<file path="config.mk">
export PLATFORM = sky130hd
export DESIGN_NAME = sysex_osc_unpacker_core
export DESIGN_NICKNAME = d
export VERILOG_FILES = /design/src/hdl/sou_pkg.sv /design/src/hdl/sou_ram.sv /design/src/hdl/sou_front.sv /design/src/hdl/sou_back.sv /design/src/hdl/sysex_osc_unpacker_core.sv
export SDC_FILE = /design/constraint.sdc
export NUM_CORES = 1
export LEC_CHECK = 0
export ABC_AREA = 1
export BUFFER_PORTS_ARGS = -buffer_cell sky130_fd_sc_hd__buf_2
export CORE_ASPECT_RATIO = 0.7
export CORE_MARGIN = 2
export CORE_UTILIZATION = 35
export CTS_CLUSTER_DIAMETER = 80
export DETAILED_ROUTE_END_ITERATION = 7
export SYNTH_ARGS = -nofsm -noshare
export SYNTH_HDL_FRONTEND = slang
export SYNTH_SLANG_ARGS = --single-unit
</file>
<file path="constraint.sdc">
create_clock -name clk_i -period 6.9 [get_ports clk_i]
set_input_delay 1.38 -clock clk_i [delete_from_list [all_inputs] [get_ports clk_i]]
set_output_delay 1.38 -clock clk_i [all_outputs]
set_load 0.005 [all_outputs]
</file>
<file path="src/hdl/sou_pkg.sv">
// Shared types and constants of the sysex OSC unpacker.
`default_nettype none
package sou_pkg;

  localparam int unsigned MAX_MESSAGE_DEF = 2048;
  localparam int unsigned MAX_TYPES_DEF   = 32;
  localparam int unsigned RAW_LEN_W       = 12;
  localparam int unsigned OUT_TDATA_W     = 24;

  localparam logic [7:0] START_BYTE = 8'hf0;
  localparam logic [7:0] END_BYTE   = 8'hf7;
  localparam logic [7:0] NUL_BYTE   = 8'h00;

  localparam logic [7:0] CH_I  = 8'h69;
  localparam logic [7:0] CH_F  = 8'h66;
  localparam logic [7:0] CH_M  = 8'h6d;
  localparam logic [7:0] CH_H  = 8'h68;
  localparam logic [7:0] CH_D  = 8'h64;
  localparam logic [7:0] CH_T  = 8'h74;
  localparam logic [7:0] CH_S  = 8'h73;
  localparam logic [7:0] CH_SU = 8'h53;
  localparam logic [7:0] CH_B  = 8'h62;

  localparam logic [16:0] DIV3_RECIP = 17'd43691;
  localparam int unsigned DIV3_SHIFT = 17;

  typedef struct packed {
    logic [7:0] data;
    logic       last;
    logic       is_start;
    logic       is_end;
    logic       is_nul;
  } sou_item_t;

endpackage
`default_nettype wire

</file>
<file path="src/hdl/sou_ram.sv">
// Generic single-port-write RAM with a registered read port.
`default_nettype none
module sou_ram #(
  parameter int unsigned WIDTH = 8,
  parameter int unsigned DEPTH = 32
) (
  input  wire logic                     clk_i,
  input  wire logic                     we_i,
  input  wire logic [$clog2(DEPTH)-1:0] waddr_i,
  input  wire logic [WIDTH-1:0]         wdata_i,
  input  wire logic [$clog2(DEPTH)-1:0] raddr_i,
  output logic      [WIDTH-1:0]         rdata_o
);

  logic [WIDTH-1:0] mem [DEPTH];
  logic [WIDTH-1:0] rdata_q;

  always_ff @(posedge clk_i) begin
    if (we_i) begin
      mem[waddr_i] <= wdata_i;
    end
    rdata_q <= mem[raddr_i];
  end

  assign rdata_o = rdata_q;

endmodule
`default_nettype wire

</file>
<file path="src/hdl/sou_front.sv">
// Front end: accepts event bytes, classifies them and queues them for the back end.
`default_nettype none
module sou_front
  import sou_pkg::*;
(
  input  wire logic clk_i,
  input  wire logic rst_ni,
  input  wire logic s_axis_tvalid,
  output logic      s_axis_tready,
  input  wire logic [7:0] s_axis_tdata,  // in_byte
  input  wire logic s_axis_tlast,
  output logic      head_valid_o,
  output sou_item_t head_o,
  input  wire logic pop_i
);

  sou_item_t   q_q [2];
  logic        wr_q, wr_d, rd_q, rd_d;
  logic [1:0]  cnt_q, cnt_d;
  logic        push;
  sou_item_t   item;

  assign s_axis_tready = (cnt_q != 2'd2);
  assign push          = s_axis_tvalid && s_axis_tready;
  assign head_valid_o  = (cnt_q != 2'd0);
  assign head_o        = q_q[rd_q];

  always_comb begin
    item.data     = s_axis_tdata;
    item.last     = s_axis_tlast;
    item.is_start = (s_axis_tdata == START_BYTE);
    item.is_end   = (s_axis_tdata == END_BYTE);
    item.is_nul   = (s_axis_tdata == NUL_BYTE);
    wr_d  = push ? ~wr_q : wr_q;
    rd_d  = pop_i ? ~rd_q : rd_q;
    cnt_d = cnt_q + {1'b0, push} - {1'b0, pop_i};
  end

  always_ff @(posedge clk_i or negedge rst_ni) begin
    if (!rst_ni) begin
      wr_q  <= 1'b0;
      rd_q  <= 1'b0;
      cnt_q <= 2'd0;
    end else begin
      wr_q  <= wr_d;
      rd_q  <= rd_d;
      cnt_q <= cnt_d;
    end
  end

  always_ff @(posedge clk_i) begin
    if (push) begin
      q_q[wr_q] <= item;
    end
  end

endmodule
`default_nettype wire

</file>
<file path="src/hdl/sou_back.sv">
// Back end: framing state machine, type walk, 7-bit group unpacking and output register.
`default_nettype none
module sou_back
  import sou_pkg::*;
#(
  parameter int unsigned MAX_MESSAGE = MAX_MESSAGE_DEF,
  parameter int unsigned MAX_TYPES   = MAX_TYPES_DEF
) (
  input  wire logic      clk_i,
  input  wire logic      rst_ni,
  input  wire logic      head_valid_i,
  input  sou_item_t      head_i,
  output logic           pop_o,
  output logic           m_axis_tvalid,
  input  wire logic      m_axis_tready,
  output logic [OUT_TDATA_W-1:0] m_axis_tdata,  // out_byte, raw_length, zero pad
  output logic           m_axis_tlast,          // end_mark
  output logic           m_axis_tuser           // bad_frame
);

  localparam int unsigned PEND_MAX = (8 * MAX_TYPES > MAX_MESSAGE + 4) ?
                                     8 * MAX_TYPES : MAX_MESSAGE + 4;
  localparam int unsigned PW  = $clog2(PEND_MAX + 1);
  localparam int unsigned BW  = PW + 1;
  localparam int unsigned CW  = $clog2(MAX_MESSAGE + 1);
  localparam int unsigned TCW = $clog2(MAX_TYPES + 1);
  localparam int unsigned TIW = $clog2(MAX_TYPES);

  typedef enum logic [3:0] {
    S_IDLE, S_PATH, S_TYPES, S_STRING, S_GROUP, S_DONE, S_DRAIN,
    S_WALK_RD, S_WALK_EV, S_BLOB_Q, S_BLOB_P
  } state_e;

  state_e         state_q, state_d;
  logic [TCW-1:0] tcount_q, tcount_d, tptr_q, tptr_d;
  logic [PW-1:0]  pend_q, pend_d, total_q, total_d;
  logic [BW-1:0]  budget_q, budget_d, acc_q, acc_d;
  logic [1:0]     mod_q, mod_d, seen_q, seen_d;
  logic [7:0]     hdr_q, hdr_d, hold_q, hold_d;
  logic [2:0]     gpos_q, gpos_d;
  logic [31:0]    bsize_q, bsize_d;
  logic           nul_q, nul_d, bhead_q, bhead_d, error_q, error_d;
  logic [CW-1:0]  prod_q, prod_d;
  logic [15:0]    quot_q, quot_d;
  logic           ovalid_q, ovalid_d, olast_q, olast_d, obad_q, obad_d;
  logic [7:0]     obyte_q, obyte_d;
  logic [RAW_LEN_W-1:0] olen_q, olen_d;

  logic           we;
  logic [7:0]     rdata;
  logic           slot_free, item_go, phase_state, good;
  logic [BW-1:0]  a1, a2;
  logic [1:0]     m1, m2;
  logic [2:0]     gn, hn;
  logic [7:0]     v;
  logic [31:0]    bs_new;
  logic [32:0]    total_w;
  logic [15:0]    k16, rem16;
  logic [31:0]    prod_mul;
  logic [19:0]    packed_w;
  logic [BW-1:0]  packed_v;
  logic           fin_go;
  logic [7:0]     fin_v;
  logic [BW-1:0]  fin_budget;
  logic [PW-1:0]  fin_pend;
  logic           tflag;
  logic [CW+RAW_LEN_W-1:0] prod_ext;

  sou_ram #(.WIDTH(8), .DEPTH(MAX_TYPES)) u_types (
    .clk_i   (clk_i),
    .we_i    (we),
    .waddr_i (tcount_q[TIW-1:0]),
    .wdata_i (head_i.data),
    .raddr_i (tptr_q[TIW-1:0]),
    .rdata_o (rdata)
  );

  assign slot_free   = !ovalid_q || m_axis_tready;
  assign phase_state = (state_q == S_IDLE) || (state_q == S_PATH) || (state_q == S_TYPES) ||
                       (state_q == S_STRING) || (state_q == S_GROUP) ||
                       (state_q == S_DONE) || (state_q == S_DRAIN);
  assign item_go     = head_valid_i && slot_free && phase_state;
  assign pop_o       = item_go;

  assign m_axis_tvalid = ovalid_q;
  assign m_axis_tdata  = {{(OUT_TDATA_W - RAW_LEN_W - 8){1'b0}}, olen_q, obyte_q};
  assign m_axis_tlast  = olast_q;
  assign m_axis_tuser  = obad_q;

  always_comb begin
    a1 = (mod_q == 2'd2) ? acc_q + BW'(4) : acc_q + BW'(5);
    m1 = (mod_q == 2'd2) ? 2'd0 : mod_q + 2'd1;
    a2 = (m1 == 2'd2) ? a1 + BW'(4) : a1 + BW'(5);
    m2 = (m1 == 2'd2) ? 2'd0 : m1 + 2'd1;
    gn = hdr_q[6] ? 3'd6 : 3'd4;
    hn = head_i.data[6] ? 3'd6 : 3'd4;
    v  = head_i.data | {hdr_q[gpos_q - 3'd1], 7'b0};
    bs_new   = {bsize_q[23:0], v};
    total_w  = 33'd4 + ((33'(bs_new) + 33'd3) & ~33'd3);
    k16      = 16'(total_q >> 2);
    prod_mul = 32'(k16) * 32'(DIV3_RECIP);
    rem16    = k16 - 16'(3 * quot_q);
    packed_w = 20'(14 * 20'(quot_q)) + 20'(5 * 20'(rem16));
    packed_v = BW'(packed_w);
    tflag    = (state_q == S_TYPES) && !nul_q && !head_i.is_nul;
    good     = (state_q == S_DONE) && head_i.is_end && !error_q;
    prod_ext = (CW + RAW_LEN_W)'(prod_q);
  end

  always_comb begin
    state_d = state_q;  tcount_d = tcount_q; tptr_d = tptr_q;
    pend_d = pend_q;    total_d = total_q;   budget_d = budget_q;
    acc_d = acc_q;      mod_d = mod_q;       seen_d = seen_q;
    hdr_d = hdr_q;      hold_d = hold_q;     gpos_d = gpos_q;
    bsize_d = bsize_q;  nul_d = nul_q;       bhead_d = bhead_q;
    error_d = error_q;  prod_d = prod_q;     quot_d = quot_q;
    ovalid_d = ovalid_q && !m_axis_tready;
    obyte_d = obyte_q;  olast_d = olast_q;   obad_d = obad_q;  olen_d = olen_q;
    we = 1'b0;
    fin_go = 1'b0; fin_v = v; fin_budget = budget_q; fin_pend = pend_q;

    if (item_go && head_i.last) begin
      ovalid_d = 1'b1;
      obyte_d  = 8'd0;
      olast_d  = 1'b1;
      obad_d   = !good;
      olen_d   = good ? prod_ext[RAW_LEN_W-1:0] : '0;
      state_d  = S_IDLE;
      tcount_d = '0; tptr_d = '0; pend_d = '0; budget_d = '0; hdr_d = '0; gpos_d = '0;
      bsize_d = '0; seen_d = '0; prod_d = '0; error_d = 1'b0; nul_d = 1'b0; bhead_d = 1'b0;
    end else begin
      unique case (state_q)
        S_IDLE: begin
          if (item_go) begin
            if (head_i.is_start) begin
              state_d  = S_PATH;
              tcount_d = '0; tptr_d = '0; pend_d = '0; budget_d = '0; hdr_d = '0;
              gpos_d = '0; bsize_d = '0; seen_d = '0; prod_d = '0; error_d = 1'b0;
              nul_d = 1'b0; bhead_d = 1'b0;
            end else begin
              error_d = 1'b1; state_d = S_DRAIN;
            end
          end
        end
        S_PATH, S_TYPES, S_STRING: begin
          if (item_go) begin
            if (tflag && (tcount_q >= TCW'(MAX_TYPES))) begin
              error_d = 1'b1; state_d = S_DRAIN;
            end else if (prod_q >= CW'(MAX_MESSAGE)) begin
              error_d = 1'b1; state_d = S_DRAIN;
            end else begin
              ovalid_d = 1'b1; obyte_d = head_i.data; olast_d = 1'b0;
              obad_d = 1'b0; olen_d = '0;
              prod_d = prod_q + CW'(1);
              if (tflag) begin
                we = 1'b1;
                tcount_d = tcount_q + TCW'(1);
              end
              if ((nul_q || head_i.is_nul) && (seen_q == 2'd3)) begin
                seen_d = '0;
                nul_d  = 1'b0;
                if (state_q == S_PATH) begin
                  state_d = S_TYPES;
                end else begin
                  if (state_q == S_TYPES) begin
                    tptr_d = '0;
                    pend_d = '0;
                  end
                  acc_d = '0; mod_d = '0; state_d = S_WALK_RD;
                end
              end else begin
                seen_d = seen_q + 2'd1;
                nul_d  = nul_q || head_i.is_nul;
              end
            end
          end
        end
        S_GROUP: begin
          if (item_go) begin
            if (gpos_q == 3'd0) begin
              hdr_d = head_i.data;
              if (!bhead_q && ((BW'(hn) + BW'(1) > budget_q) || (PW'(hn) > pend_q))) begin
                error_d = 1'b1; state_d = S_DRAIN;
              end else begin
                if (!bhead_q) begin
                  budget_d = budget_q - BW'(hn) - BW'(1);
                  pend_d   = pend_q - PW'(hn);
                end
                gpos_d = 3'd1;
              end
            end else if (bhead_q && (gpos_q == 3'd4)) begin
              bsize_d = bs_new;
              bhead_d = 1'b0;
              if (bs_new > 32'(MAX_MESSAGE)) begin
                error_d = 1'b1; state_d = S_DRAIN;
              end else begin
                total_d = PW'(total_w);
                hold_d  = v;
                state_d = S_BLOB_Q;
              end
            end else begin
              if (bhead_q) begin
                bsize_d = bs_new;
              end
              fin_go = 1'b1;
            end
          end
        end
        S_BLOB_Q: begin
          quot_d  = 16'(prod_mul >> DIV3_SHIFT);
          state_d = S_BLOB_P;
        end
        S_BLOB_P: begin
          if (slot_free) begin
            if ((packed_v < BW'(gn) + BW'(1)) || (total_q < PW'(gn))) begin
              error_d = 1'b1; state_d = S_DRAIN;
            end else begin
              state_d    = S_GROUP;
              fin_go     = 1'b1;
              fin_v      = hold_q;
              fin_budget = packed_v - BW'(gn) - BW'(1);
              fin_pend   = total_q - PW'(gn);
            end
          end
        end
        S_WALK_RD: begin
          if (tptr_q < tcount_q) begin
            state_d = S_WALK_EV;
          end else if (pend_q != '0) begin
            budget_d = acc_q; gpos_d = '0; state_d = S_GROUP;
          end else begin
            state_d = S_DONE;
          end
        end
        S_WALK_EV: begin
          state_d = S_WALK_RD;
          tptr_d  = tptr_q + TCW'(1);
          case (rdata) inside
            CH_I, CH_F, CH_M: begin
              pend_d = pend_q + PW'(4); acc_d = a1; mod_d = m1;
            end
            CH_H, CH_D, CH_T: begin
              pend_d = pend_q + PW'(8); acc_d = a2; mod_d = m2;
            end
            CH_S, CH_SU, CH_B: begin
              if (pend_q != '0) begin
                tptr_d = tptr_q; budget_d = acc_q; gpos_d = '0; state_d = S_GROUP;
              end else if (rdata == CH_B) begin
                bhead_d = 1'b1; bsize_d = '0; gpos_d = '0; state_d = S_GROUP;
              end else begin
                seen_d = '0; nul_d = 1'b0; state_d = S_STRING;
              end
            end
            default: begin
            end
          endcase
        end
        S_DONE: begin
          if (item_go) begin
            error_d = 1'b1; state_d = S_DRAIN;
          end
        end
        S_DRAIN: begin
        end
        default: begin
          state_d = S_IDLE;
        end
      endcase

      if (fin_go) begin
        budget_d = fin_budget;
        pend_d   = fin_pend;
        if (prod_q >= CW'(MAX_MESSAGE)) begin
          error_d = 1'b1; state_d = S_DRAIN;
        end else begin
          ovalid_d = 1'b1; obyte_d = fin_v; olast_d = 1'b0; obad_d = 1'b0; olen_d = '0;
          prod_d   = prod_q + CW'(1);
          if ({1'b0, gpos_q} + 4'd1 > {1'b0, gn}) begin
            gpos_d = '0;
            if ((fin_budget == '0) != (fin_pend == '0)) begin
              error_d = 1'b1; state_d = S_DRAIN;
            end else if (fin_budget == '0) begin
              acc_d = '0; mod_d = '0; state_d = S_WALK_RD;
            end
          end else begin
            gpos_d = gpos_q + 3'd1;
          end
        end
      end
    end
  end

  always_ff @(posedge clk_i or negedge rst_ni) begin
    if (!rst_ni) begin
      state_q  <= S_IDLE;
      tcount_q <= '0;  tptr_q  <= '0;  pend_q  <= '0;  budget_q <= '0;
      acc_q    <= '0;  mod_q   <= '0;  seen_q  <= '0;  hdr_q    <= '0;
      gpos_q   <= '0;  bsize_q <= '0;  nul_q   <= 1'b0; bhead_q <= 1'b0;
      error_q  <= 1'b0; prod_q <= '0;  ovalid_q <= 1'b0;
    end else begin
      state_q  <= state_d;
      tcount_q <= tcount_d; tptr_q <= tptr_d; pend_q <= pend_d; budget_q <= budget_d;
      acc_q    <= acc_d;    mod_q  <= mod_d;  seen_q <= seen_d; hdr_q    <= hdr_d;
      gpos_q   <= gpos_d;   bsize_q <= bsize_d; nul_q <= nul_d; bhead_q  <= bhead_d;
      error_q  <= error_d;  prod_q <= prod_d; ovalid_q <= ovalid_d;
    end
  end

  always_ff @(posedge clk_i) begin
    total_q <= total_d;
    quot_q  <= quot_d;
    hold_q  <= hold_d;
    obyte_q <= obyte_d;
    olast_q <= olast_d;
    obad_q  <= obad_d;
    olen_q  <= olen_d;
  end

  a_walk_order: assert property (@(posedge clk_i) disable iff (!rst_ni)
    state_q == S_WALK_EV |-> $past(state_q) == S_WALK_RD)
    else $error("type evaluation without a preceding read");

  a_error_drains: assert property (@(posedge clk_i) disable iff (!rst_ni)
    error_q |-> state_q == S_DRAIN)
    else $error("error flag set outside the drain state");

  a_ptr_bound: assert property (@(posedge clk_i) disable iff (!rst_ni)
    (tptr_q <= tcount_q) && (tcount_q <= TCW'(MAX_TYPES)))
    else $error("type pointer or count out of range");

endmodule
`default_nettype wire

</file>
<file path="src/hdl/sysex_osc_unpacker_core.sv">
// Top level of the sysex to OSC unpacker: front queue and back-end sequencer.
// A byte result passes through the front queue and then the back-end output register.
// Throughput: one byte per cycle while the output is taken; a finished string then walks
// each type character via S_WALK_RD/S_WALK_EV; blob length packing uses S_BLOB_Q/S_BLOB_P.
// Reset is asynchronous and active low; it empties the queue and returns to awaiting F0.
// The type store is not cleared by reset; it is only read where written in the same message.
`default_nettype none
module sysex_osc_unpacker_core
  import sou_pkg::*;
#(
  parameter int unsigned MAX_MESSAGE = MAX_MESSAGE_DEF,
  parameter int unsigned MAX_TYPES   = MAX_TYPES_DEF
) (
  input  wire logic       clk_i,
  input  wire logic       rst_ni,
  input  wire logic       s_axis_tvalid,
  output logic            s_axis_tready,
  input  wire logic [7:0] s_axis_tdata,   // in_byte
  input  wire logic       s_axis_tlast,   // in_last
  output logic            m_axis_tvalid,
  input  wire logic       m_axis_tready,
  output logic [OUT_TDATA_W-1:0] m_axis_tdata,  // out_byte, raw_length, zero pad
  output logic            m_axis_tlast,   // end_mark
  output logic            m_axis_tuser    // bad_frame
);

  sou_item_t head;
  logic      head_valid;
  logic      pop;

  sou_front u_front (
    .clk_i         (clk_i),
    .rst_ni        (rst_ni),
    .s_axis_tvalid (s_axis_tvalid),
    .s_axis_tready (s_axis_tready),
    .s_axis_tdata  (s_axis_tdata),
    .s_axis_tlast  (s_axis_tlast),
    .head_valid_o  (head_valid),
    .head_o        (head),
    .pop_i         (pop)
  );

  sou_back #(
    .MAX_MESSAGE (MAX_MESSAGE),
    .MAX_TYPES   (MAX_TYPES)
  ) u_back (
    .clk_i         (clk_i),
    .rst_ni        (rst_ni),
    .head_valid_i  (head_valid),
    .head_i        (head),
    .pop_o         (pop),
    .m_axis_tvalid (m_axis_tvalid),
    .m_axis_tready (m_axis_tready),
    .m_axis_tdata  (m_axis_tdata),
    .m_axis_tlast  (m_axis_tlast),
    .m_axis_tuser  (m_axis_tuser)
  );

endmodule
`default_nettype wire
</file>
==> results of run 1 <==
## cells by family after synthesis
family | after synthesis
compound gates | 625
xor+xnor | 83
fa+ha+maj | 218
buf+inv | 496
flops | 450
mux | 1
other cells | 1
simple gates | 1099
## cell usage in the layout, fill, tap and decap left out, drive strengths merged, types with 16 or more instances in the layout
master / netlist / layout
a21oi: 88 / 88
a221oi: 19 / 19
a22oi: 16 / 16
a31oi: 22 / 22
buf: 22 / 85
clkbuf: 85 / 58
clkinv: 10 / 37
dfrtp: 113 / 113
dfxtp: 30 / 30
edfxtp: 307 / 307
fa: 61 / 61
ha: 157 / 157
inv: 379 / 377
nand2: 495 / 495
nand3: 101 / 101
nand4: 59 / 59
nor2: 380 / 380
nor3: 37 / 37
o21ai: 309 / 309
o221ai: 27 / 27
o22ai: 63 / 63
xnor2: 26 / 26
xor2: 57 / 57
## metal layers
| layer | up-vias | GRT usage (%) | wire (um) |
|---|---|---|---|
| met5 | - | 0 | 0 |
| met4 | 0 | 3.40 | 1020 |
| met3 | 75 | 3.82 | 7010 |
| met2 | 788 | 24.5 | 28500 |
| met1 | 10200 | 30.5 | 37300 |
| li1 | 10300 | - | - |
## metrics by stage
stage	utilization (%)	instance area, um2	std cells
floorplan	-	26900	2976
global placement	37.3	28200	3939
detailed placement	37.3	28200	3939
CTS	39.3	29700	4027
global route	39.4	29800	4031
finish	39.4	29800	4031
## power by group through the flow
| stage | Clock [W] | Combinational, W | Sequential, W |
|---|---|---|---|
| 2_1_floorplan | 0 | 0.00249 | 0.00362 |
| 3_3_place_gp | 0 | 0.00356 | 0.00373 |
| 3_5_place_dp | 0 | 0.00357 | 0.00373 |
| 4_1_cts | 0.00257 | 0.00358 | 0.00368 |
| 5_1_grt | 0.00268 | 0.00411 | 0.00372 |
| 6_report | 0.00253 | 0.00370 | 0.00369 |
## repair_timing
action / CTS / global route
endpoints found under the setup margin: 0 / 75
hold buffers: 0 / 0
buffers inserted: 0 / 4
resized for setup: 0 / 8
## path summary, 6_finish.rpt
path / start / to
worst min register to register: u_back.olen_q[5] / u_back.olen_q[5]
min in group asynchronous: rst_ni / u_back.prod_q[0]
worst max register to register: u_back.total_q[4] / u_back.acc_q[2]
worst min-delay path: u_back.olen_q[5] / u_back.olen_q[5]
worst max-delay path: u_back.total_q[4] / u_back.acc_q[2]
max in group asynchronous: rst_ni / u_back.bsize_q[10]
## flip-flops by register name (all words and copies together), names as in the netlist, 3 cells and up
signal	flops
u_front.q_q	24
u_back.obyte_q	8
u_back.tptr_q	6
u_back.prod_q	12
u_back.state_q	4
u_back.olen_q	12
u_back.u_types.mem	256
u_back.bsize_q	24
u_back.acc_q	13
u_back.hdr_q	8
u_back.tcount_q	6
u_back.pend_q	12
u_back.budget_q	13
u_back.gpos_q	3
u_back.hold_q	8
u_back.quot_q	9
u_back.u_types.rdata_o	8
u_back.total_q	10
## final cells by class
type | count | share of cell area [%]
Clock buffer | 58 | 4.16
Clock inverter | 30 | 0.962
Inverter | 389 | 4.93
Multi-Input combinational cell | 2030 | 41.3
Sequential cell | 450 | 42.5
Tap cell | 989 | 4.15
Timing Repair Buffer | 85 | 1.99
## critical path: cells and delay by family (launching register included)
| family | cells | cell delay [ns] |
|---|---|---|
| xor gates and xnor gates | 1 | 0.18 |
| buffers and inverters | 5 | 0.51 |
| adders and majority gates | 5 | 2.04 |
| AOI/OAI and AO/OA | 8 | 1.17 |
| DFF | 1 | 0.49 |
| and+or+nand+nor | 15 | 1.86 |
==> flow_metrics.env, run 1 <==
export IMPL_antenna_found_initial=0
export IMPL_synth_area_mux_share_pct=0.0373
export IMPL_h_tree_depth=2
export IMPL_grt_pass1_wl_um=116000
export IMPL_drive_gt1_share_pct=6.97
export IMPL_die_area_mm2=0.0790
export IMPL_synth_compound_area_share_pct=13.8
export IMPL_clkPwrFrac_pct=25.5
export IMPL_synth_edf_count=307
export IMPL_hold_path_class="register to register"
export IMPL_min_path_cells=2
export IMPL_wl_um=73800
export IMPL_p_switching_w=0.00405
export IMPL_cts_tree="yes"
export IMPL_synthFlopType="edfxtp_1"
export IMPL_p_leak_nw=12.4
export IMPL_slowest_stage="fa_1"
export IMPL_io_pins=41
export IMPL_portBuffers=36
export IMPL_reg2reg_slack_ns=0.52
export IMPL_antenna_cells=0
export IMPL_period_needed_ns=6.38
export IMPL_worst_setup_path_start_kind="register"
export IMPL_numCtsBuffers=47
export IMPL_ys_ff_latch=450
export IMPL_yosysMostFrequentCell="nand2_1"
export IMPL_final_setup_skew_ns=0.0448
export IMPL_max_freq_ghz=0.157
export IMPL_final_hold_viol_count=0
export IMPL_synth_top_family_by_area="simple AND/OR/NAND/NOR gates"
export IMPL_setup_viol_count_final=0
export IMPL_status="finished clean"
export IMPL_ant_nets=0
export IMPL_globalRouteTotalUtil_pct=18.6
export IMPL_p_sw_share_pct=40.8
export IMPL_seqCellArea_mm2=0.0127
export IMPL_avgSynthCellArea_um2=9.04
export IMPL_placementRows=84
export IMPL_syn2layout_area_growth_pct=10.9
export IMPL_finalMaxSlewViolations=0
export IMPL_clockBufferDepth=3
export IMPL_dp_hpwl_um=51100
export IMPL_grt_start_max_net_pins=131
export IMPL_synth_cell_types=67
export IMPL_critPathRequiredTime_ns=7.38
export IMPL_via_per_inst=5.28
export IMPL_vias=21300
export IMPL_tightest_slew_ns=1.10
export IMPL_yosys_area_share_xor_xnor_pct=2.71
export IMPL_finalSetupTns_ns=0
export IMPL_synth_area_mm2=0.0269
export IMPL_setup_ws_ns=0.517
export IMPL_reg2reg_depth=34
export IMPL_pwr_share_comb_pct=37.3
export IMPL_synth_top_area_cell="edfxtp_1"
export IMPL_finalPower_w=0.00992
export IMPL_critPathMaxStageDelay_ns=0.53
export IMPL_synthTopCellsByArea="edfxtp_1 (34%), dfrtp_1 (11%), ha_1 (7.3%)"
export IMPL_drtIter0Drc=2279
export IMPL_multi_input_area_mm2=0.0123
export IMPL_ys_seq_area_share_pct=47.1
export IMPL_routedWlPerCell_um=18.3
export IMPL_grt_pass1_vias=19800
export IMPL_synth_commonest_cells="nand2_1 (490), inv_1 (371), nor2_1 (366)"
export IMPL_core_mm2=0.0756
export IMPL_p_int_w=0.00587
export IMPL_clkSinkCount=450
export IMPL_synth_fa_ha_area_share_pct=11.9
export IMPL_synthSimpleGateAreaFrac_pct=17.3
export IMPL_fin_nets=3234
export IMPL_drcViolationCount=0
export IMPL_powerDensity_mw_per_mm2=333
export IMPL_overflow=0
export IMPL_ir_worst_vdd_mv=0.235
export IMPL_fillers=7439
export IMPL_die_x_um=335
export IMPL_seqPwrFrac_pct=37.2
export IMPL_cts_root_buf="clkbuf_16"
export IMPL_synthCells=2973
export IMPL_die_h_um=236
export IMPL_synth_top_cell_area_share_pct=34.3
export IMPL_worst_hold_slack_ns=0.462
export IMPL_relSlewSlack_pct=26.2
export IMPL_cap_violations=0
export IMPL_cp_end_kind="register"
export IMPL_crit_type="register to register"
export IMPL_place_ws_ns=0.220
export IMPL_drt_first_pass_iters=6
export IMPL_clkTransAtPathRegs_ns=0.06
export IMPL_cp_data_arrival_time_ns=6.86
export IMPL_start_util_pct=35.6
export IMPL_crit_path_max_fanout=29
export IMPL_async_reset_ff_share_pct=25.1
export IMPL_routabilityCongestion=0.920
export IMPL_clock_latency_ns=0.61
export IMPL_post_route_period_util_pct=92.5
export IMPL_synth_warnings=0
Power figures use the tool's default switching activity.
==> inputs of run 2 (changes only) <==
Settings changed: ABC_AREA 1 to unset.
Clock period 6.9 ns to 7.6 ns, I/O delays scaled along.
==> run 2 against run 1 <==
Against the previous run:
- sequential power decreased by 11%
- the flow now finishes with violations (design-rule violations)
- combinational power fell by 16%
- register-to-register slack about the same
- sequential share of layout area increased by 1.7 points
- non-clock buffer count decreased by 17
==> flow_metrics.env, run 2 <==
export IMPL_status="complete, but fails checks"
export IMPL_violations="design-rule violations"
export IMPL_finalSetupTns_ns=0
export IMPL_ant_nets=0
export IMPL_numCtsBuffers=48
export IMPL_synthFlopType="edfxtp_1"
export IMPL_synthTopCellsByArea="edfxtp_1 (36%), dfrtp_1 (11%), ha_1 (7.6%)"
export IMPL_synth_edf_count=307
export IMPL_clkTransAtPathRegs_ns=0.06
export IMPL_p_leak_nw=11.0
export IMPL_relSlewSlack_pct=9.30
export IMPL_fin_nets=2420
export IMPL_die_area_mm2=0.0757
export IMPL_grt_pass1_wl_um=102000
export IMPL_globalRouteTotalUtil_pct=17.2
export IMPL_vias=17700
export IMPL_critPathRequiredTime_ns=8.06
export IMPL_post_route_cell_area_mm2=0.0287
export IMPL_setup_ws_ns=0.525
export IMPL_powerDensity_mw_per_mm2=309
export IMPL_io_pins=41
export IMPL_drive_gt1_share_pct=12.2
export IMPL_max_freq_ghz=0.141
export IMPL_largest_reg_flops=256
export IMPL_syn2layout_area_growth_pct=11.5
export IMPL_top_regs="u_back.u_types.mem x256, u_back.bsize_q x24, u_front.q_q x24"
export IMPL_ys_ff_latch=450
export IMPL_drtIter0Drc=1864
export IMPL_final_cell_mix="edfxtp_1 (307), nand2_1 (180), inv_1 (165)"
export IMPL_overflow=0
export IMPL_synth_cell_types=96
export IMPL_synth_top_area_cell="edfxtp_1"
export IMPL_placement_cell_area_mm2=0.0269
export IMPL_routabilityCongestion=0.916
export IMPL_avgSynthCellArea_um2=11.9
export IMPL_period_needed_ns=7.08
export IMPL_clockBufferDepth=3
export IMPL_drcViolationCount=1
export IMPL_synth_commonest_cells="edfxtp_1 (307), nand2_1 (181), inv_1 (165)"
export IMPL_post_route_period_util_pct=93.1
export IMPL_portBuffers=36
export IMPL_crit_path_max_fanout=12
export IMPL_core_mm2=0.0730
export IMPL_cap_violations=0
export IMPL_antenna_cells=0
export IMPL_final_hold_viol_count=0
export IMPL_final_setup_skew_ns=0.0286
export IMPL_worst_setup_path_start_kind="register"
export IMPL_grt_pass1_vias=17200
export IMPL_wl_um=65500
export IMPL_ir_worst_vdd_mv=0.225
export IMPL_ys_seq_area_share_pct=49.2
export IMPL_layout_commonest_cell="edfxtp_1"
export IMPL_synth_warnings=0
export IMPL_crit_type="register to register"
export IMPL_synthCells=2160
export IMPL_placementRows=83
export IMPL_place_ws_ns=0.563
export IMPL_fillers=6869
export IMPL_synth_area_mm2=0.0257
export IMPL_tightest_slew_ns=1.36
export IMPL_setup_viol_count_final=0
export IMPL_dp_hpwl_um=46800
export IMPL_cp_end_kind="register"
export IMPL_grt_start_max_net_pins=69
export IMPL_cts_tree="yes"
export IMPL_synth_top_cell_area_share_pct=35.9
export IMPL_antenna_found_initial=1
export IMPL_hold_path_class="register to register"
export IMPL_cts_root_buf="clkbuf_16"
export IMPL_die_h_um=231
export IMPL_cp_data_arrival_time_ns=7.53
export IMPL_clock_latency_ns=0.60
export IMPL_top_register="u_back.u_types.mem"
export IMPL_drt_first_pass_iters=8
export IMPL_async_reset_ff_share_pct=25.1
export IMPL_die_x_um=328
export IMPL_routedWlPerCell_um=20.4
export IMPL_h_tree_depth=2
export IMPL_clkSinkCount=450
export IMPL_start_util_pct=35.2
export IMPL_yosysMostFrequentCell="edfxtp_1"
export IMPL_via_per_inst=5.53
export IMPL_finalMaxSlewViolations=0
## run 2: cell types whose count changed after synthesis, moves of 36 or more
cell and change:
mux4_2 +82, o22ai_1 -48, nor2_1 -223, nand3_1 -46
o21ai_0 -197, inv_1 -206, nand2_1 -309, nand4_1 -47
xnor2_1 +36
## run 2: repair_timing
item / in CTS / in global routing
setup endpoints to repair: 0 / 52
endpoints found under the hold margin: 0 / 0
hold buffers: 0 / 0
resized for setup: 0 / 4
setup buffers: 0 / 4
## run 2: area by class of cell
type                            instances  area [um2]  share of cell area [%]
Multi-Input combinational cell       1453       12100                    42.1
Clock buffer                           57        1240                    4.34
Tap cell                              977        1220                    4.26
Clock inverter                         32         438                    1.53
Timing Repair Buffer                   68         423                    1.48
Inverter                              168         631                    2.20
Sequential cell                       450       12700                    44.1
## run 2: layer usage
metal	wire length, um	vias to the layer above	GRT usage [%]
met5	0	-	0
met3	5630	87	3.82
met1	31800	8917	27.1
met2	26900	655	23.9
met4	1070	0	3.76
li1	-	8073	-
## run 2: logic make-up after synthesis
| logic type | count (synthesis) | share of synthesized area, % |
|---|---|---|
| fa+ha+maj | 218 | 12.4 |
| simple gates | 567 | 10.6 |
| flops | 450 | 49.2 |
| mux | 118 | 8.73 |
| buf+inv | 260 | 4.01 |
| compound gates | 453 | 11.8 |
| xor+xnor | 93 | 3.20 |
| other cells | 1 | 0.0146 |
## run 2: path summary, 6_finish.rpt
| path | start | end | slack [ns] | depth (start not counted) |
|---|---|---|---|---|
| hold reg to reg | u_back.bsize_q[20] | u_back.bsize_q[20] | 0.47 | 2 |
| max in group asynchronous | rst_ni | u_back.acc_q[5] | 5.28 | 2 |
| setup / recovery | u_back.quot_q[2] | u_back.acc_q[12] | 0.52 | 26 |
| min in group asynchronous | rst_ni | u_back.prod_q[7] | 1.01 | 1 |
| setup reg to reg | u_back.quot_q[2] | u_back.acc_q[12] | 0.52 | 26 |
| hold / removal | u_back.bsize_q[20] | u_back.bsize_q[20] | 0.47 | 2 |
## run 2: power breakdown
group	switching [W]	internal, W
clock	0.00100	0.00146
sequential	0.000255	0.00302
combinational	0.00206	0.00105
total	0.00331	0.00553
## run 2: stage by stage
step           utilization, %  cells  hold WS, ns  power, W
5_1_grt                  39.3   3205        0.497   0.00930
6_report                 39.3   3205        0.468   0.00885
4_1_cts                  39.2   3201        0.473   0.00880
3_5_place_dp             36.9   3112        0.460   0.00633
3_3_place_gp             36.9   3112        0.453   0.00625
2_1_floorplan               -   2163        0.439   0.00536
## run 2: critical path, cell delays in order, from the launching register on
cell and delay (ns):
edfxtp_1 0.48, inv_1 0.17, fa_1 0.44, ha_1 0.34, o21ai_0 0.11, a21boi_0 0.26
o21ai_0 0.14, a21boi_0 0.25, o21ai_0 0.15, a21boi_0 0.27, o21ai_0 0.14, a21boi_0 0.26
nor2_1 0.12, ha_1 0.30, inv_1 0.06, fa_1 0.53, inv_1 0.04, ha_1 0.37
o21ai_1 0.13, a21oi_1 0.31, o41ai_2 0.10, xor2_1 0.33, xnor2_1 0.23, o41ai_2 0.42
o32a_2 0.30, a31oi_4 0.22, a2111o_1 0.46
==> inputs of run 3 (changes only) <==
Settings changed: CORE_UTILIZATION 35 to 26.
Clock period 7.6 ns to 7.95 ns, I/O delays scaled along.
==> run 3 against run 2 <==
Against the previous run:
- the flow now finishes without violations
- sequential share of layout area fell by 0.46 points
- die area grew 34%
- maximum frequency decreased by 2.9%
- non-clock buffer count rose by 2
- hold slack improved by 0.0070 ns
- sequential cell count unchanged
- critical path depth up 3
- combinational power down 5%
- largest cell class unchanged
==> flow_metrics.env, run 3 (synthesis gave the netlist of run 2 again) <==
export IMPL_finalSetupTns_ns=0
export IMPL_period_needed_ns=7.28
export IMPL_setup_viol_count_final=0
export IMPL_antenna_cells=0
export IMPL_grt_pass1_vias=16600
export IMPL_wl_um=64600
export IMPL_die_x_um=380
export IMPL_start_util_pct=26.2
export IMPL_post_route_cell_area_mm2=0.0290
export IMPL_clkSinkCount=450
export IMPL_drt_first_pass_iters=6
export IMPL_dp_hpwl_um=45500
export IMPL_post_route_period_util_pct=91.6
export IMPL_cts_root_buf="clkbuf_16"
export IMPL_fin_nets=2421
export IMPL_numCtsBuffers=47
export IMPL_layout_commonest_cell="edfxtp_1"
export IMPL_final_hold_viol_count=0
export IMPL_cap_violations=0
export IMPL_clkTransAtPathRegs_ns=0.06
export IMPL_placementRows=96
export IMPL_finalMaxSlewViolations=0
export IMPL_powerDensity_mw_per_mm2=286
export IMPL_ant_nets=0
export IMPL_status="finished clean"
export IMPL_overflow=0
export IMPL_grt_start_max_net_pins=71
export IMPL_tightest_slew_ns=1.37
export IMPL_drive_gt1_share_pct=12.3
export IMPL_portBuffers=36
export IMPL_slowest_stage="edfxtp_1"
export IMPL_rsz0062_at_grt="no"
export IMPL_critPathMaxStageDelay_ns=0.65
export IMPL_final_cell_mix="edfxtp_1 (307), nand2_1 (181), inv_1 (165)"
export IMPL_via_per_inst=4.90
export IMPL_io_pins=41
export IMPL_clockBufferDepth=3
export IMPL_largest_reg_flops=256
export IMPL_ir_worst_vdd_mv=0.205
export IMPL_routedWlPerCell_um=18.2
export IMPL_vias=17400
export IMPL_critPathRequiredTime_ns=8.41
export IMPL_antenna_found_initial=0
export IMPL_cts_tree="yes"
export IMPL_globalRouteTotalUtil_pct=12.6
export IMPL_die_area_mm2=0.101
export IMPL_routabilityCongestion=0.891
export IMPL_die_h_um=267
export IMPL_syn2layout_area_growth_pct=12.7
export IMPL_core_mm2=0.0980
export IMPL_cp_data_arrival_time_ns=7.75
export IMPL_drtIter0Drc=1907
export IMPL_worst_setup_path_start_kind="register"
export IMPL_crit_type="register to register"
export IMPL_final_setup_skew_ns=0.0139
export IMPL_h_tree_depth=2
export IMPL_p_leak_nw=11.0
export IMPL_max_freq_ghz=0.137
export IMPL_clock_latency_ns=0.59
export IMPL_drcViolationCount=0
export IMPL_cp_end_kind="register"
export IMPL_hold_path_class="register to register"
export IMPL_crit_path_max_fanout=25
export IMPL_top_regs="u_back.u_types.mem x256, u_back.bsize_q x24, u_front.q_q x24"
export IMPL_relSlewSlack_pct=8.77
export IMPL_placement_cell_area_mm2=0.0274
export IMPL_holdBufCountCts=0
export IMPL_top_register="u_back.u_types.mem"
export IMPL_grt_pass1_wl_um=101000
run 3: cell type report:
class / instances / area, um2
clock buffer: 64 / 1290
tap: 1323 / 1660
inverter: 168 / 631
fill: 10000 / 69000
multi-input combinational: 1453 / 12000
sequential: 450 / 12700
timing repair buffer: 70 / 438
clock inverter: 22 / 258
run 3: repair_timing:
item	in CTS	in global routing
setup endpoints to repair	0	13
endpoints found under the hold margin	0	0
setup buffers	0	0
resized for setup	0	2
run 3: power breakdown:
group / total [W] / switching [W] / internal (W)
sequential: 0.00313 / 0.000241 / 0.00289
combinational: 0.00295 / 0.00196 / 0.000986
clock: 0.00222 / 0.000940 / 0.00128
run 3: critical path, delay by kind of cell, from the launching register on:
| family | cells | cell delay (ns) |
|---|---|---|
| buffers and inverters | 5 | 0.85 |
| DFF | 1 | 0.65 |
| and+or+nand+nor | 5 | 1.04 |
| AOI/OAI and AO/OA | 14 | 2.87 |
| adders and majority gates | 5 | 1.72 |
run 3: path summary, 6_finish.rpt:
check	from	slack [ns]	endpoint	cells past startpoint
setup / recovery	u_back.total_q[2]	0.67	u_back.pend_q[5]	29
hold / removal	u_back.bsize_q[20]	0.47	u_back.bsize_q[20]	2
setup reg to reg	u_back.total_q[2]	0.67	u_back.pend_q[5]	29
hold reg to reg	u_back.bsize_q[20]	0.47	u_back.bsize_q[20]	2
max in group asynchronous	rst_ni	5.53	u_back.bsize_q[18]	2
min in group asynchronous	rst_ni	1.01	u_back.prod_q[10]	1
run 3: layer usage:
metal / global-route usage [%] / vias to the layer above / wire length [um]
li1: - / 8070 / -
met1: 20.6 / 8582 / 33200
met2: 17.1 / 681 / 25300
met3: 1.92 / 68 / 4990
met4: 2.25 / 0 / 1020
met5: 0 / - / 0
run 3: stage by stage:
step,worst slack [ns],power [W],util [%],instances,hold WS (ns)
floorplan,1.70,0.00513,-,2163,0.439
global placement,0.758,0.00604,28.0,3464,0.453
detailed placement,0.666,0.00606,28.0,3464,0.459
CTS,0.638,0.00829,29.6,3550,0.477
global route,0.0367,0.00874,29.6,3550,0.499
finish,0.666,0.00830,29.6,3550,0.475
